**src/rtl/dvr_pkg.sv**
```systemverilog
package dvr_pkg;

    localparam int NODES     = 4;
    localparam int COST_W    = 14;
    localparam int ID_W      = 2;
    localparam int CFG_IDX_W = 3;

    typedef logic [COST_W-1:0]             cost_t;
    typedef logic [ID_W-1:0]               node_id_t;
    typedef logic [CFG_IDX_W-1:0]          cfg_idx_t;
    typedef logic [NODES-1:0][COST_W-1:0]  cost_vec_t;

    localparam cfg_idx_t REG_OWN_ID     = 3'd0;
    localparam cfg_idx_t REG_LINK_FIRST = 3'd1;
    localparam cfg_idx_t REG_LINK_LAST  = cfg_idx_t'(NODES);

    localparam node_id_t OWN_ID_RESET = 2'd1;

    localparam logic KIND_INIT   = 1'b0;
    localparam logic KIND_UPDATE = 1'b1;

    typedef struct packed {
        logic     load_init;
        logic     load_update;
        node_id_t src;
    } lane_ctl_t;

    typedef struct packed {
        logic load_init;
        logic load_update;
    } merge_ctl_t;

    function automatic cost_t clamp_cost(cost_t v, cost_t inf);
        return (v > inf) ? inf : v;
    endfunction

endpackage

```
**src/rtl/dvr_lane.sv**
```systemverilog
module dvr_lane #(
    parameter dvr_pkg::cost_t   INF_COST = 14'd9999,
    parameter dvr_pkg::node_id_t LANE    = 2'd0
) (
    input  logic                clk,
    input  logic                rst_n,
    input  dvr_pkg::lane_ctl_t  ctl,
    input  dvr_pkg::cost_vec_t  link,
    input  dvr_pkg::cost_t      base,
    input  dvr_pkg::cost_t      recv,
    output dvr_pkg::cost_t      diag,
    output dvr_pkg::cost_t      row_min
);
    import dvr_pkg::*;

    cost_vec_t         row_reg;
    cost_vec_t         row_next;
    cost_t             min_reg;
    cost_t             min_next;
    logic [COST_W:0]   sum;
    cost_t             upd_val;
    cost_t             m01;
    cost_t             m23;

    // saturating link base + received cost
    always_comb
    begin
        sum     = {1'b0, base} + {1'b0, clamp_cost(recv, INF_COST)};
        upd_val = (sum > {1'b0, INF_COST}) ? INF_COST : sum[COST_W-1:0];
    end

    always_comb
    begin
        row_next = row_reg;
        if (ctl.load_init)
        begin
            for (int j = 0; j < NODES; j++)
            begin
                row_next[j] = (node_id_t'(j) == LANE) ? clamp_cost(link[j], INF_COST)
                                                      : INF_COST;
            end
        end
        else if (ctl.load_update)
        begin
            row_next[ctl.src] = upd_val;
        end
    end

    always_comb
    begin
        m01      = (row_reg[1] < row_reg[0]) ? row_reg[1] : row_reg[0];
        m23      = (row_reg[3] < row_reg[2]) ? row_reg[3] : row_reg[2];
        min_next = (m23 < m01) ? m23 : m01;
    end

    always_ff @(posedge clk or negedge rst_n)
    begin
        if (!rst_n)
        begin
            row_reg <= {NODES{INF_COST}};
        end
        else
        begin
            row_reg <= row_next;
        end
    end

    always_ff @(posedge clk)
    begin
        min_reg <= min_next;
    end

    assign diag    = row_reg[LANE];
    assign row_min = min_reg;

endmodule

```
**src/rtl/dvr_merge.sv**
```systemverilog
module dvr_merge #(
    parameter dvr_pkg::cost_t INF_COST = 14'd9999
) (
    input  logic                clk,
    input  logic                rst_n,
    input  dvr_pkg::merge_ctl_t ctl,
    input  dvr_pkg::node_id_t   own_id,
    input  dvr_pkg::cost_vec_t  link,
    input  dvr_pkg::cost_vec_t  mins,
    output dvr_pkg::cost_vec_t  best,
    output logic                changed
);
    import dvr_pkg::*;

    cost_vec_t best_reg;
    cost_vec_t best_next;

    always_comb
    begin
        best_next = best_reg;
        if (ctl.load_init)
        begin
            for (int i = 0; i < NODES; i++)
            begin
                best_next[i] = (node_id_t'(i) == own_id) ? '0 : clamp_cost(link[i], INF_COST);
            end
        end
        else if (ctl.load_update)
        begin
            best_next = mins;
        end
    end

    always_ff @(posedge clk or negedge rst_n)
    begin
        if (!rst_n)
        begin
            best_reg <= {NODES{INF_COST}};
        end
        else
        begin
            best_reg <= best_next;
        end
    end

    assign best    = best_reg;
    assign changed = (mins != best_reg);

endmodule

```
**src/rtl/distance_vector_route_update.sv**
```systemverilog
// Distance-vector routing node for a four-node network. Each row of the distance
// table lives in its own lane; the lanes apply an init or a received vector in the
// accept cycle, register their row minima the next cycle, and a merge stage then
// updates the own vector and detects a change. A sequencer scans the node slots,
// one per cycle while no neighbor slot waits on a stalled output, from slot 0 up
// to the last neighbor, and sends one packet per neighbor in increasing id order,
// last set on the final one. An update that leaves the own vector unchanged goes
// back to idle after the merge; any other item scans one to four slots, even with
// no neighbor. The output register lets the next item be accepted while the final
// packet still waits.
module distance_vector_route_update #(
    parameter dvr_pkg::cost_t INF_COST = 14'd9999
) (
    input  logic                 clk,
    input  logic                 rst_n,
    input  logic                 cfg_valid,
    output logic                 cfg_ready,
    input  dvr_pkg::cfg_idx_t    cfg_index,
    input  dvr_pkg::cost_t       cfg_data,
    input  logic                 in_valid,
    output logic                 in_stall,
    input  logic                 kind,
    input  dvr_pkg::node_id_t    sender_id,
    input  dvr_pkg::cost_t       recv_cost_0,
    input  dvr_pkg::cost_t       recv_cost_1,
    input  dvr_pkg::cost_t       recv_cost_2,
    input  dvr_pkg::cost_t       recv_cost_3,
    output logic                 out_valid,
    input  logic                 out_stall,
    output dvr_pkg::node_id_t    dest_id,
    output dvr_pkg::cost_t       vec_cost_0,
    output dvr_pkg::cost_t       vec_cost_1,
    output dvr_pkg::cost_t       vec_cost_2,
    output dvr_pkg::cost_t       vec_cost_3,
    output logic                 last
);
    import dvr_pkg::*;

    localparam logic [1:0] S_IDLE  = 2'd0;
    localparam logic [1:0] S_MIN   = 2'd1;
    localparam logic [1:0] S_MERGE = 2'd2;
    localparam logic [1:0] S_SEND  = 2'd3;

    logic [1:0]        state_reg;
    logic [1:0]        state_next;
    node_id_t          idx_reg;
    node_id_t          idx_next;
    logic              kind_reg;
    node_id_t          own_id_reg;
    cost_vec_t         link_reg;
    cost_t             link_slot;

    logic              out_valid_reg;
    logic              out_valid_next;
    node_id_t          dest_reg;
    cost_vec_t         vec_reg;
    logic              last_reg;

    logic              in_accept;
    logic              cfg_accept;
    cost_vec_t         recv_vec;
    cost_vec_t         diag_vec;
    cost_vec_t         min_vec;
    cost_vec_t         best_vec;
    cost_t             base;
    logic              changed;
    lane_ctl_t         lane_ctl;
    merge_ctl_t        merge_ctl;

    logic [NODES-1:0]  nbr_mask;
    logic              later_nbr;
    logic              slot_free;
    logic              out_load;
    logic              advance;

    assign cfg_ready  = 1'b1;
    assign cfg_accept = cfg_valid && cfg_ready;
    assign in_stall   = (state_reg != S_IDLE);
    assign in_accept  = in_valid && !in_stall;

    assign recv_vec = {recv_cost_3, recv_cost_2, recv_cost_1, recv_cost_0};
    assign base     = diag_vec[sender_id];

    assign lane_ctl.load_init   = in_accept && (kind == KIND_INIT);
    assign lane_ctl.load_update = in_accept && (kind == KIND_UPDATE);
    assign lane_ctl.src         = sender_id;

    assign merge_ctl.load_init   = (state_reg == S_MERGE) && (kind_reg == KIND_INIT);
    assign merge_ctl.load_update = (state_reg == S_MERGE) && (kind_reg == KIND_UPDATE);

    for (genvar g = 0; g < NODES; g++)
    begin : g_lane
        dvr_lane #(
            .INF_COST (INF_COST),
            .LANE     (node_id_t'(g))
        ) u_lane (
            .clk     (clk),
            .rst_n   (rst_n),
            .ctl     (lane_ctl),
            .link    (link_reg),
            .base    (base),
            .recv    (recv_vec[g]),
            .diag    (diag_vec[g]),
            .row_min (min_vec[g])
        );
    end

    dvr_merge #(
        .INF_COST (INF_COST)
    ) u_merge (
        .clk     (clk),
        .rst_n   (rst_n),
        .ctl     (merge_ctl),
        .own_id  (own_id_reg),
        .link    (link_reg),
        .mins    (min_vec),
        .best    (best_vec),
        .changed (changed)
    );

    // config registers
    assign link_slot = cfg_data;

    always_ff @(posedge clk or negedge rst_n)
    begin
        if (!rst_n)
        begin
            own_id_reg <= OWN_ID_RESET;
            link_reg   <= {NODES{INF_COST}};
        end
        else if (cfg_accept)
        begin
            if (cfg_index == REG_OWN_ID)
            begin
                own_id_reg <= cfg_data[ID_W-1:0];
            end
            else if (cfg_index >= REG_LINK_FIRST && cfg_index <= REG_LINK_LAST)
            begin
                link_reg[ID_W'(cfg_index - REG_LINK_FIRST)] <= link_slot;
            end
        end
    end

    // neighbor scan
    always_comb
    begin
        later_nbr = 1'b0;
        for (int i = 0; i < NODES; i++)
        begin
            nbr_mask[i] = (node_id_t'(i) != own_id_reg) && (link_reg[i] < INF_COST);
        end
        for (int i = 0; i < NODES; i++)
        begin
            if (nbr_mask[i] && (node_id_t'(i) > idx_reg))
            begin
                later_nbr = 1'b1;
            end
        end
    end

    assign slot_free = !out_valid_reg || !out_stall;
    assign out_load  = (state_reg == S_SEND) && nbr_mask[idx_reg] && slot_free;
    assign advance   = (state_reg == S_SEND) && (!nbr_mask[idx_reg] || slot_free);

    always_comb
    begin
        state_next = state_reg;
        idx_next   = idx_reg;
        case (state_reg)
            S_IDLE:
            begin
                if (in_accept)
                begin
                    state_next = S_MIN;
                end
            end
            S_MIN:
            begin
                state_next = S_MERGE;
            end
            S_MERGE:
            begin
                idx_next = '0;
                if (kind_reg == KIND_INIT || changed)
                begin
                    state_next = S_SEND;
                end
                else
                begin
                    state_next = S_IDLE;
                end
            end
            S_SEND:
            begin
                if (advance)
                begin
                    if (!later_nbr)
                    begin
                        state_next = S_IDLE;
                    end
                    else
                    begin
                        idx_next = idx_reg + 1'b1;
                    end
                end
            end
            default:
            begin
                state_next = S_IDLE;
            end
        endcase
    end

    always_comb
    begin
        if (out_load)
        begin
            out_valid_next = 1'b1;
        end
        else
        begin
            out_valid_next = out_valid_reg && out_stall;
        end
    end

    always_ff @(posedge clk or negedge rst_n)
    begin
        if (!rst_n)
        begin
            state_reg     <= S_IDLE;
            idx_reg       <= '0;
            out_valid_reg <= 1'b0;
        end
        else
        begin
            state_reg     <= state_next;
            idx_reg       <= idx_next;
            out_valid_reg <= out_valid_next;
        end
    end

    always_ff @(posedge clk)
    begin
        if (in_accept)
        begin
            kind_reg <= kind;
        end
        if (out_load)
        begin
            dest_reg <= idx_reg;
            vec_reg  <= best_vec;
            last_reg <= !later_nbr;
        end
    end

    assign out_valid  = out_valid_reg;
    assign dest_id    = dest_reg;
    assign vec_cost_0 = vec_reg[0];
    assign vec_cost_1 = vec_reg[1];
    assign vec_cost_2 = vec_reg[2];
    assign vec_cost_3 = vec_reg[3];
    assign last       = last_reg;

    // own vector never exceeds infinity
    a_best_bounded: assert property (@(posedge clk) disable iff (!rst_n)
        best_vec[0] <= INF_COST && best_vec[1] <= INF_COST &&
        best_vec[2] <= INF_COST && best_vec[3] <= INF_COST)
        else $error("own vector entry above infinity");

    // final packet ends the announcement
    a_last_ends: assert property (@(posedge clk) disable iff (!rst_n)
        out_load && !later_nbr |=> state_reg == S_IDLE)
        else $error("sequencer still sending after final packet");

    // init zeroes the node's own entry
    a_init_own_zero: assert property (@(posedge clk) disable iff (!rst_n)
        merge_ctl.load_init |=> best_vec[own_id_reg] == '0)
        else $error("own entry not zero after init");

    // packets only go to neighbors
    a_dest_nbr: assert property (@(posedge clk) disable iff (!rst_n)
        out_load |-> nbr_mask[idx_reg] && idx_reg != own_id_reg)
        else $error("packet addressed to a non-neighbor");

endmodule

```
**config.mk**
```make
export PLATFORM = sky130hd
export DESIGN_NAME = distance_vector_route_update
export DESIGN_NICKNAME = d
export VERILOG_FILES = /design/src/rtl/dvr_pkg.sv /design/src/rtl/dvr_lane.sv /design/src/rtl/dvr_merge.sv /design/src/rtl/distance_vector_route_update.sv
export SDC_FILE = /design/constraint.sdc
export NUM_CORES = 1
export LEC_CHECK = 0
export CAP_MARGIN = 15
export CORE_ASPECT_RATIO = 0.6
export CORE_UTILIZATION = 60
export DETAILED_ROUTE_END_ITERATION = 12
export DONT_BUFFER_PORTS = 1
export HOLD_SLACK_MARGIN = 0.05
export PLACE_DENSITY = 0.76
export SKIP_CTS_REPAIR_TIMING = 1
export SLEW_MARGIN = 25
export SYNTH_ARGS = -nofsm -noshare
export SYNTH_HDL_FRONTEND = slang
export SYNTH_SLANG_ARGS = --single-unit
```
**constraint.sdc**
```tcl
create_clock -name clk -period 8.5 [get_ports clk]
set_clock_uncertainty 0.1 [all_clocks]
set_input_delay 0 -clock clk [delete_from_list [all_inputs] [get_ports clk]]
set_output_delay 0 -clock clk [all_outputs]
set_load 0.005 [all_outputs]
```
==> results.toml <==
[detailed_routing]
drt-pass1-iter-count = 6
wl_microns = 93400
drc = 0
drtAntennaViolNets = 0
routed_via_density = 6.83
wl_per_cell_microns = 28.1
drtIter0Drc = 3103
via_count = 22700

[cts]
htreeDepth = 2
cts_tree = "yes"
clk_path_buf_depth = 3
clk_latency_ns = 0.60
cts_buffers = 45
clock_sinks = 459
ctsRootBufferMaster = "clkbuf_16"
cts.clk_slew.worst_paths_ns = 0.07

[worst_hold_path]
hp-class = "primary input to flip-flop"

[synth]
synth_edf_count = 60
seq_area_frac_synth_pct = 43.2
ys_warn_count = 0
ys_types = 84
netlist_instances = 2698
avgSynthCellArea_sq_um = 10.1
synthArstFlopShare_pct = 74.7
ys.flop_type = "dfstp_2"
syn_nets = 2998
ys_seq_elements = 459
synthesis.area_sq_um = 27200

[critical_path]
crit_family = "compound AO/OA/AOI/OAI gates"
worst-path-buf-inv = 2
crit_fanout = 14
startpoint_type = "flip-flop"
endpoint_kind = "flip-flop"
max_stage_delay_ns = 0.84
worstPathCellList = "inv_1, ha_1, a21o_1, a21o_1, a221oi_1, o21ai_0, a21oi_1, buf_4, mux2i_1, ha_1, a21oi_1, nor2b_1, o21ai_0, nand2b_1, a211oi_1, o21ai_0, nor2_1, a22o_1, a211oi_1"
cp.required_ns = 8.81
critPathSlowestCell = "nor2_1"
arrival_ns = 5.69
crit_top_cell = "o21ai_0"
crit_type = "flip-flop to flip-flop"

[timing]
slew_violations = 343
finalSetupViolations = 0
min_period_over_period_pct = 63.3
tns_ns = 0
holdWs_ns = -0.0108
relSlewSlack_pct = -40.9
max_freq_mhz = 186
rsz0062_at_grt = "false"
hold_viol = 3
min_period_ns = 5.38
worstMarginPinSlew_ns = 2.11

[run_status]
outcome = "finished with violations"
violations = "negative hold slack, max-slew violations"

[global_routing]
grt_pass1_wl_microns = 137000
grt_pass1_vias = 21500
track_usage_pct = 39.4
antenna_found_initial = 6
grt_max_degree = 344
grt_overflow = 0

[place]
numPortBuffers = 0
dpl.hpwl_microns = 70100
dpl.cell_count = 3192
routabilityCongestion = 1.01
place_area_sq_um = 27800

[floorplan]
die_x_microns = 277
initial_core_util_pct = 60.8
die_h_microns = 167
core_sq_um = 44700
die_area_sq_um = 46200
rows = 60
num_io_pins = 143

[layout]
stdcell_count = 3325
largest_reg_flops = 168
fin_nets = 2995
final_area_sq_um = 29900
drive_gt1_share_pct = 15.6
area_delta_synth_final_pct = 9.79

[run]
cap_violations = 0
==> cell families after synthesis <==
family / synth area share (%)
AOI/OAI and AO/OA: 18.3
xor gates and xnor gates: 3.12
adders and majority gates: 10.2
buffers and inverters: 4.41
DFF: 43.2
muxes: 9.30
other: 0.0138
and+or+nand+nor: 11.5
==> routing by layer <==
layer	share of wire, %	track usage (%)	vias to the layer above
met3	13	14.5	175
met4	2.9	11.1	2
met5	0.013	0	-
met2	41	55.2	1308
met1	43	56.9	11300
li1	-	-	9885
==> tightest hold or removal path, cell delays in order <==
cell and delay [ns]:
ha_1 0.21, o41ai_2 0.22, a21oi_1 0.19
==> cell usage after synthesis (all sizes together) (24+ instances only) <==
cell type	instances	share of area, %
nor2	249	3.4
ha	215	9.9
dfstp	193	19
inv	189	2.6
nand2	153	2.1
dfrtp	150	14
mux2i	148	5.4
a21oi	145	2.7
o21ai	145	2.7
clkbuf	97	1.3
mux2	63	2.6
edfxtp	60	6.6
dfxtp	56	4.1
nand2b	54	1.3
xnor2	49	1.6
a21o	48	1.3
xor2	48	1.5
a31oi	45	1.1
a22oi	43	1.2
a211oi	42	1.2
a32o	36	1.3
nand3	32	0.59
nand4	31	0.71
o22ai	31	0.71
and2	29	0.67
a32oi	27	0.87
nor4	24	0.57
==> cell type report <==
cell class / instances / area [sq um]
sequential: 459 / 11700
antenna: 4 / 10.0
multi-input combinational: 1932 / 14400
timing repair buffer: 68 / 641
clock buffer: 62 / 1290
tap: 589 / 737
fill: 3479 / 14900
inverter: 189 / 709
clock inverter: 22 / 285
==> final timing paths <==
kind | cells past startpoint | endpoint | slack [ns] | from
hold reg to reg | 2 | u_merge.best[23] | 0.39 | u_merge.best[23]
setup reg to reg | 19 | g_lane[2].u_lane.row_min[11] | 3.12 | g_lane[2].u_lane.row_reg[10]
setup / recovery | 19 | g_lane[2].u_lane.row_min[11] | 3.12 | g_lane[2].u_lane.row_reg[10]
hold / removal | 3 | g_lane[1].u_lane.row_reg[55] | -0.01 | recv_cost_1[13]
max in group asynchronous | 2 | g_lane[3].u_lane.row_reg[19] | 6.50 | rst_n
min in group asynchronous | 2 | u_merge.best[7] | 0.04 | rst_n
==> stage by stage <==
stage | utilization (%) | setup slack, ns
floorplan | - | 3.12
global placement | 61.9 | 3.21
detailed placement | 62.0 | 3.25
CTS | 65.6 | 3.22
global route | 66.7 | 2.80
finish | 66.8 | 3.12
==> placed cells by master, fill, tap and decap left out, types with 27 or more instances in the layout <==
cell type      instances
nor2_1               244
ha_1                 215
dfstp_2              193
inv_1                189
nand2_1              151
dfrtp_1              150
mux2i_1              148
a21oi_1              140
o21ai_0              139
mux2_2                63
edfxtp_1              60
dfxtp_1               56
nand2b_1              52
a21o_1                48
xor2_1                48
xnor2_1               48
clkbuf_16             47
dlygate4sd3_1         44
a22oi_1               42
a31oi_1               41
a211oi_1              39
a32o_1                36
nand3_1               32
nand4_1               31
o22ai_1               31
and2_1                27
a32oi_1               27
Power is left out: the tool's default activity adds up to more than one toggle a clock period on the data nets, which glitch-free logic cannot reach.
